--- src/sv/lse_pkg.sv ---
// ----------------------------------------------------------------------------
// lse_pkg: shared types and constants for the LSB embed/extract block
// Item and result layouts, register indexes, mode codes and header sizes.
// ----------------------------------------------------------------------------
package lse_pkg;

  localparam int unsigned HdrBytes = 4;
  localparam int unsigned IdxW     = 33;
  localparam int unsigned LenW     = 32;

  localparam logic [7:0] LsbClear = 8'hfe;
  localparam logic [7:0] LsbMask  = 8'h01;

  // Operating modes.
  localparam logic MODE_EMBED   = 1'b0;
  localparam logic MODE_EXTRACT = 1'b1;

  // Configuration register indexes.
  localparam logic CFG_MODE   = 1'b0;
  localparam logic CFG_LENGTH = 1'b1;

  typedef struct packed {
    logic       frame_start;
    logic [7:0] sample;
    logic [7:0] payload_byte;
  } item_t;

  typedef struct packed {
    logic [7:0]      sample_out;
    logic            need_byte;
    logic            byte_valid;
    logic [7:0]      byte_out;
    logic [LenW-1:0] found_length;
    logic            last;
  } result_t;

endpackage

--- src/sv/lse_step.sv ---
// ----------------------------------------------------------------------------
// lse_step: message state and per-sample embed/extract logic
// Holds the bit and byte counters, the shift byte and the recovered length,
// and computes the result for one sample from the current state.
// ----------------------------------------------------------------------------
module lse_step (
  input  logic                   clk_i,
  input  logic                   rst_ni,
  input  logic                   en_i,
  input  logic                   mode_i,
  input  logic [31:0]            payload_length_i,
  input  lse_pkg::item_t         item_i,
  output lse_pkg::result_t       result_o
);
  import lse_pkg::*;

  logic [2:0]      bit_pos_q, bit_pos_d;
  logic [IdxW-1:0] byte_idx_q, byte_idx_d;
  logic [7:0]      shift_q, shift_d;
  logic [LenW-1:0] hdr_len_q, hdr_len_d;
  logic            done_q, done_d;

  // State as seen by this sample, after an optional frame restart.
  logic [2:0]      bp;
  logic [IdxW-1:0] idx;
  logic [7:0]      sh;
  logic [LenW-1:0] hl;
  logic            dn;

  logic [IdxW-1:0] emb_total;
  logic [IdxW-1:0] ext_total;
  logic [IdxW-1:0] idx_inc;
  logic [2:0]      bp_inc;
  logic [7:0]      hdr_byte;
  logic [7:0]      emb_byte;
  logic [7:0]      ext_byte;
  logic [LenW-1:0] hl_shift;
  logic            in_hdr;
  logic            emb_bit;

  always_comb begin
    bp  = item_i.frame_start ? '0 : bit_pos_q;
    idx = item_i.frame_start ? '0 : byte_idx_q;
    sh  = item_i.frame_start ? '0 : shift_q;
    hl  = item_i.frame_start ? '0 : hdr_len_q;
    dn  = item_i.frame_start ? 1'b0 : done_q;
  end

  assign emb_total = IdxW'(HdrBytes) + {1'b0, payload_length_i};
  assign idx_inc   = idx + IdxW'(1);
  assign bp_inc    = bp + 3'd1;
  assign in_hdr    = (idx < IdxW'(HdrBytes));
  assign hl_shift  = {hl[LenW-9:0], ext_byte};
  assign ext_byte  = {sh[6:0], item_i.sample[0]};

  always_comb begin
    case (idx[1:0])
      2'd0:    hdr_byte = payload_length_i[31:24];
      2'd1:    hdr_byte = payload_length_i[23:16];
      2'd2:    hdr_byte = payload_length_i[15:8];
      default: hdr_byte = payload_length_i[7:0];
    endcase
  end

  // A new byte is loaded only at the start of a byte; otherwise the held byte is kept.
  always_comb begin
    if (bp == 3'd0) begin
      emb_byte = in_hdr ? hdr_byte : item_i.payload_byte;
    end else begin
      emb_byte = sh;
    end
  end

  assign emb_bit = emb_byte[3'd7 - bp];

  // Total message bytes from the header length held as this sample is seen.
  assign ext_total = IdxW'(HdrBytes) + {1'b0, hl};

  always_comb begin
    bit_pos_d  = bp;
    byte_idx_d = idx;
    shift_d    = sh;
    hdr_len_d  = hl;
    done_d     = dn;
    result_o   = '0;
    result_o.sample_out = item_i.sample;

    if (mode_i == MODE_EMBED) begin
      if (!dn && (idx < emb_total)) begin
        shift_d = emb_byte;
        result_o.need_byte  = (bp == 3'd0) && !in_hdr;
        result_o.sample_out = (item_i.sample & LsbClear) | {7'b0, emb_bit};
        bit_pos_d = bp_inc;
        if (bp_inc == 3'd0) begin
          byte_idx_d = idx_inc;
          if (idx_inc == emb_total) begin
            done_d        = 1'b1;
            result_o.last = 1'b1;
          end
        end
      end else begin
        done_d = 1'b1;
      end
    end else begin
      if (!dn) begin
        shift_d   = ext_byte;
        bit_pos_d = bp_inc;
        if (bp_inc == 3'd0) begin
          shift_d    = '0;
          byte_idx_d = idx_inc;
          if (in_hdr) begin
            hdr_len_d = hl_shift;
            if ((idx_inc == IdxW'(HdrBytes)) && (hl_shift == '0)) begin
              done_d        = 1'b1;
              result_o.last = 1'b1;
            end
          end else begin
            result_o.byte_valid = 1'b1;
            result_o.byte_out   = ext_byte;
            if (idx_inc >= ext_total) begin
              done_d        = 1'b1;
              result_o.last = 1'b1;
            end
          end
        end
      end
      if (byte_idx_d >= IdxW'(HdrBytes)) begin
        result_o.found_length = hdr_len_d;
      end
    end
  end

  always_ff @(posedge clk_i or negedge rst_ni) begin
    if (!rst_ni) begin
      bit_pos_q  <= '0;
      byte_idx_q <= '0;
      shift_q    <= '0;
      hdr_len_q  <= '0;
      done_q     <= 1'b0;
    end else if (en_i) begin
      bit_pos_q  <= bit_pos_d;
      byte_idx_q <= byte_idx_d;
      shift_q    <= shift_d;
      hdr_len_q  <= hdr_len_d;
      done_q     <= done_d;
    end
  end

endmodule

--- src/sv/lsb_stego_embed_extract.sv ---
// ----------------------------------------------------------------------------
// lsb_stego_embed_extract: LSB message embed and extract with length header
// Hides a length-prefixed message in sample LSBs, or recovers it, one sample
// per transaction.
// ----------------------------------------------------------------------------
// Path: an accepted sample waits in the input register until the result
// register is free, then its result is registered there for the outputs.
// Throughput: one sample per cycle unless the output stalls; the state
// update is a single step from the input register to the result register.
// Reset: counters, message state and both valid flags clear; mode resets to
// embed and payload_length to zero.
module lsb_stego_embed_extract (
  input  logic        clk_i,
  input  logic        rst_ni,
  input  logic        cfg_we_i,
  input  logic        cfg_idx_i,
  input  logic [31:0] cfg_data_i,
  input  logic        in_valid_i,
  output logic        in_ready_o,
  input  logic        frame_start_i,
  input  logic [7:0]  sample_i,
  input  logic [7:0]  payload_byte_i,
  output logic        out_valid_o,
  input  logic        out_ready_i,
  output logic [7:0]  sample_out_o,
  output logic        need_byte_o,
  output logic        byte_valid_o,
  output logic [7:0]  byte_out_o,
  output logic [31:0] found_length_o,
  output logic        last_o
);
  import lse_pkg::*;

  logic            mode_q;
  logic [LenW-1:0] length_q;

  item_t   item_q;
  logic    item_valid_q;
  result_t res_d, res_q;
  logic    res_valid_q;
  logic    advance;
  logic    res_free;

  always_ff @(posedge clk_i or negedge rst_ni) begin
    if (!rst_ni) begin
      mode_q   <= MODE_EMBED;
      length_q <= '0;
    end else if (cfg_we_i) begin
      unique case (cfg_idx_i)
        CFG_MODE:   mode_q   <= cfg_data_i[0];
        CFG_LENGTH: length_q <= cfg_data_i;
        default:    ;
      endcase
    end
  end

  assign res_free   = !res_valid_q || out_ready_i;
  assign advance    = item_valid_q && res_free;
  assign in_ready_o = !item_valid_q || res_free;

  always_ff @(posedge clk_i or negedge rst_ni) begin
    if (!rst_ni) begin
      item_valid_q <= 1'b0;
    end else if (in_ready_o) begin
      item_valid_q <= in_valid_i;
    end
  end

  always_ff @(posedge clk_i) begin
    if (in_ready_o && in_valid_i) begin
      item_q.frame_start  <= frame_start_i;
      item_q.sample       <= sample_i;
      item_q.payload_byte <= payload_byte_i;
    end
  end

  lse_step u_step (
    .clk_i            (clk_i),
    .rst_ni           (rst_ni),
    .en_i             (advance),
    .mode_i           (mode_q),
    .payload_length_i (length_q),
    .item_i           (item_q),
    .result_o         (res_d)
  );

  always_ff @(posedge clk_i or negedge rst_ni) begin
    if (!rst_ni) begin
      res_valid_q <= 1'b0;
    end else if (res_free) begin
      res_valid_q <= item_valid_q;
    end
  end

  always_ff @(posedge clk_i) begin
    if (advance) begin
      res_q <= res_d;
    end
  end

  assign out_valid_o    = res_valid_q;
  assign sample_out_o   = res_q.sample_out;
  assign need_byte_o    = res_q.need_byte;
  assign byte_valid_o   = res_q.byte_valid;
  assign byte_out_o     = res_q.byte_out;
  assign found_length_o = res_q.found_length;
  assign last_o         = res_q.last;

  // A payload byte is consumed only when embedding and recovered only when
  // extracting, so the two flags never meet.
  a_need_xor_byte: assert property (@(posedge clk_i) disable iff (!rst_ni)
    out_valid_o |-> !(need_byte_o && byte_valid_o))
    else $error("need_byte and byte_valid both set");

  a_byte_zero: assert property (@(posedge clk_i) disable iff (!rst_ni)
    (out_valid_o && !byte_valid_o) |-> (byte_out_o == 8'h00))
    else $error("byte_out nonzero without byte_valid");

  a_embed_no_length: assert property (@(posedge clk_i) disable iff (!rst_ni)
    (out_valid_o && (mode_q == MODE_EMBED)) |-> (found_length_o == '0 && !byte_valid_o))
    else $error("extract outputs active in embed mode");

  a_result_fill: assert property (@(posedge clk_i) disable iff (!rst_ni)
    (item_valid_q && res_free) |=> out_valid_o)
    else $error("advanced sample did not reach the result register");

endmodule
--- config.mk ---
export PLATFORM = sky130hd
export DESIGN_NAME = lsb_stego_embed_extract
export DESIGN_NICKNAME = d
export VERILOG_FILES = /design/src/sv/lse_pkg.sv /design/src/sv/lse_step.sv /design/src/sv/lsb_stego_embed_extract.sv
export SDC_FILE = /design/constraint.sdc
export NUM_CORES = 1
export LEC_CHECK = 0
export BUFFER_PORTS_ARGS = -buffer_cell sky130_fd_sc_hd__buf_2
export CORE_ASPECT_RATIO = 2
export CORE_MARGIN = 1.5
export CORE_UTILIZATION = 40
export CTS_BUF_LIST = sky130_fd_sc_hd__clkbuf_4
export DETAILED_ROUTE_END_ITERATION = 12
export PLACE_DENSITY_LB_ADDON = 0.25
export SKIP_LAST_GASP = 1
export SYNTH_ARGS = -nofsm -noshare
export SYNTH_HDL_FRONTEND = slang
export SYNTH_SLANG_ARGS = --single-unit
--- constraint.sdc ---
create_clock -name clk_i -period 5.2 [get_ports clk_i]
set_input_delay 1.56 -clock clk_i [delete_from_list [all_inputs] [get_ports clk_i]]
set_output_delay 1.56 -clock clk_i [all_outputs]
set_load 0.02 [all_outputs]
==> results.py <==
metrics = {
    "outcome": {
        "outcome": "complete, no violations",
    },
    "floorplanning": {
        "die_area_mm2": 0.0360,
        "start_util_pct": 40.6,
        "rows": 96,
        "die_h_um": 267,
        "core_region_area_mm2": 0.0342,
        "fp.dieW_um": 135,
        "io_pins": 108,
    },
    "timing": {
        "clock.fmax_mhz": 209,
        "tns_ns": 0,
        "finalHoldViolCount": 0,
        "setup_ws_ns": 0.415,
        "worst_slew_pin_slew_ns": 1.27,
        "relSlewSlack_pct": 14.7,
        "period_needed_ns": 4.79,
        "clock_skew_ns": 0.0335,
        "timing.hold.ws_ns": 0.444,
        "final-setup-viol-count": 0,
        "min_period_over_period_pct": 92.0,
        "rsz0062_at_grt": "false",
        "drv_slew": 0,
    },
    "detailed_routing": {
        "drc": 0,
        "drtIter0Drc": 946,
        "routed_via_density": 6.19,
        "num_vias": 13100,
        "routedWlPerCell_um": 26.8,
        "postRouteAntennaNets": 0,
        "firstDrtPassIters": 8,
        "drt-total-wl_um": 56400,
    },
    "logic_synthesis": {
        "synthArstFlopShare_pct": 62.2,
        "yosysUniqueCellTypes": 85,
        "ys_warn_count": 0,
        "synth_edf_count": 68,
        "ys_seq_area_share_pct": 34.8,
        "synthFlopType": "dfrtp_1",
        "synth_cells": 1554,
        "synth_fp_nets": 1684,
        "syn_avg_cell_area_um2": 8.95,
        "synth.cell_area_mm2": 0.0139,
        "synth-seq-cells": 180,
    },
    "setup_path": {
        "crit_chain": "inv_2, buf_4, nand2_1, inv_1, and3_1, nand2_1, xnor2_1, ha_1, and4_1, nand3_1, a2111oi_1, a2bb2oi_1, o21ai_0, o211ai_1, a31oi_1, o31ai_2",
        "r2r_slack_ns": 0.41,
        "worstPathMaxFanout": 47,
        "worst_setup_path_end_kind": "flip-flop",
        "startpoint_type": "flip-flop",
        "cpMostUsedCell": "nand2_1",
        "crit_type": "reg2reg",
        "r2r_cells": 16,
        "slowest_stage": "a2111oi_1",
        "critPathMaxStageDelay_ns": 0.59,
        "arrival_ns": 5.41,
        "required_ns": 5.82,
    },
    "clock_network": {
        "cts_max_path_buffers": 2,
        "cts_buffers": 17,
        "clkLatencyLatePin_ns": 0.70,
        "htree_levels": 4,
        "cts.clk_slew.worst_paths_ns": 0.19,
        "cts_tree": "done",
        "cts_root_buf": "clkbuf_4",
        "cts_hold_buf": 0,
        "clkSinkCount": 180,
    },
    "final_layout": {
        "final_cell_mix": "nand2_1, dfrtp_1, nor2_1",
        "seq_area_mm2": 0.00484,
        "final_common_cell": "nand2_1",
        "area_delta_synth_final_pct": 12.3,
        "final_nets": 1783,
        "drive_gt1_share_pct": 19.3,
        "multiInputGateArea_mm2": 0.00844,
        "fillerInstances": 3419,
    },
    "grt": {
        "grt_pass1_vias": 13000,
        "grt_max_degree": 71,
        "grtUsageTotal_pct": 31.9,
        "gr-total-overflow": 0,
        "grt_first_pass_wirelength_um": 83400,
        "antenna_found_initial": 1,
    },
    "placement": {
        "preCtsSetupSlack_ns": 0.201,
        "routabilityCongestion": 1.08,
        "portBuffers": 107,
        "hpwl_um": 43600,
    },
    "pwr": {
        "irDropWorstVdd_uv": 146,
        "powerDensity_mw_per_mm2": 256,
        "p_leak_nw": 6.46,
    },
    "worst_hold_path": {
        "holdPathStages": 0,
        "hp-class": "reg2reg",
    },
    "job": {
        "cap_viol_max_count": 0,
    },
}
[cells in the mapped netlist, types with 5 or more instances]
master | instances | area [um^2]
nor4_1 | 31 | 194
a222oi_1 | 9 | 90.1
a31oi_1 | 17 | 106
a21o_1 | 18 | 135
mux2_2 | 43 | 484
nor3_1 | 39 | 195
xnor2_1 | 68 | 596
a221o_1 | 8 | 80.1
inv_1 | 33 | 124
and3_1 | 26 | 163
edfxtp_1 | 68 | 2040
or4_1 | 13 | 97.6
xor2_1 | 50 | 438
a211oi_1 | 8 | 60.1
a22oi_1 | 44 | 330
nor4_2 | 6 | 75.1
or2_2 | 7 | 43.8
nor2b_1 | 38 | 238
and4_1 | 7 | 61.3
nand3b_1 | 12 | 90.1
buf_1 | 10 | 37.5
nand3_1 | 57 | 285
nor3b_1 | 10 | 75.1
nand4_1 | 43 | 269
clkbuf_1 | 100 | 375
buf_2 | 14 | 70.1
or3_1 | 5 | 31.3
nand2b_1 | 14 | 87.6
and2_1 | 19 | 119
a2111oi_0 | 6 | 52.6
a21oi_1 | 35 | 175
dfrtp_1 | 112 | 2800
a22o_1 | 7 | 61.3
ha_1 | 75 | 938
nand2_1 | 155 | 582
o21ai_0 | 82 | 410
o211ai_1 | 13 | 97.6
nor2_1 | 109 | 409
o31ai_1 | 7 | 52.6
o21a_1 | 8 | 60.1
mux2i_1 | 46 | 460
[cell families (layout without fill, tap and decap cells)]
group                      after synthesis  in the layout  share of synthesized area (%)
and+or+nand+nor                        614            614                           23.4
AOI/OAI and AO/OA                      310            310                           15.4
DFF                                    180            180                           34.8
buffers and inverters                  164            276                           4.72
xor gates and xnor gates               122            122                           8.12
muxes                                   89             89                           6.79
adders and majority gates               75             75                           6.74
other                                    0              1                              0
[through the flow]
step / total power, mW / area [um^2] / utilization (%) / instances
final: 4.00 / 15600 / 45.6 / 2108
after global placement: 3.09 / 15300 / 44.7 / 2075
after detailed placement: 3.11 / 15300 / 44.7 / 2075
after global routing: 4.17 / 15600 / 45.6 / 2108
after floorplan: 2.57 / 13900 / - / 1554
after CTS: 4.00 / 15600 / 45.6 / 2107
[layer usage]
layer | vias to the layer above | global-route usage [%] | share of wire (%)
met1 | 6305 | 32.2 | 33
met5 | - | 0 | 0
met4 | 0 | 28.4 | 11
met2 | 586 | 56.1 | 51
li1 | 5921 | - | -
met3 | 245 | 4.86 | 5.3
[final timing paths]
check / start / to
setup reg to reg: item_q[16] / u_step.done_q
setup / recovery: item_q[16] / u_step.done_q
min in group asynchronous: rst_ni / u_step.byte_idx_q[28]
max in group asynchronous: rst_ni / u_step.shift_q[0]
hold / removal: item_q[12] / sample_out_o[4]
hold reg to reg: item_q[12] / sample_out_o[4]
[critical path: cells and delay by family, from the launching register on]
kind	cells	cell delay, ns
buffers and inverters	3	0.92
DFF	1	0.48
xor gates and xnor gates	1	0.53
and+or+nand+nor	5	1.03
adders and majority gates	1	0.26
AOI/OAI and AO/OA	6	1.48
[area by class of cell]
type / instances / share of cell area (%)
clock inverter: 14 / 1.06
multi-input combinational: 1210 / 54.0
sequential: 180 / 31.0
inverter: 36 / 0.865
tap: 441 / 3.53
antenna: 1 / 0.0160
timing repair buffer: 208 / 8.62
clock buffer: 18 / 0.865
[registers in the layout (all words and copies together) (netlist names)]
name / count
u_step.byte_idx_q: 33
found_length_o: 32
length_q: 32
u_step.hdr_len_q: 32
item_q: 17
byte_out_o: 8
sample_out_o: 8
u_step.shift_q: 8
u_step.bit_pos_q: 3
byte_valid_o: 1
item_valid_q: 1
last_o: 1
mode_q: 1
need_byte_o: 1
out_valid_o: 1
u_step.done_q: 1
[timing repair]
action / 4_1_cts / 5_1_grt
buffers inserted: 0 / 0
resized for setup: 0 / 2
endpoints found under the setup margin: 0 / 6
[where the power goes]
group,internal [mW],leakage (nW),switching [mW]
registers,1.62,2.13,0.246
clock network,0.269,0.165,0.626
logic,0.480,4.17,0.757
total,2.37,6.46,1.63
Note: power is estimated with default switching activity, not from simulation.
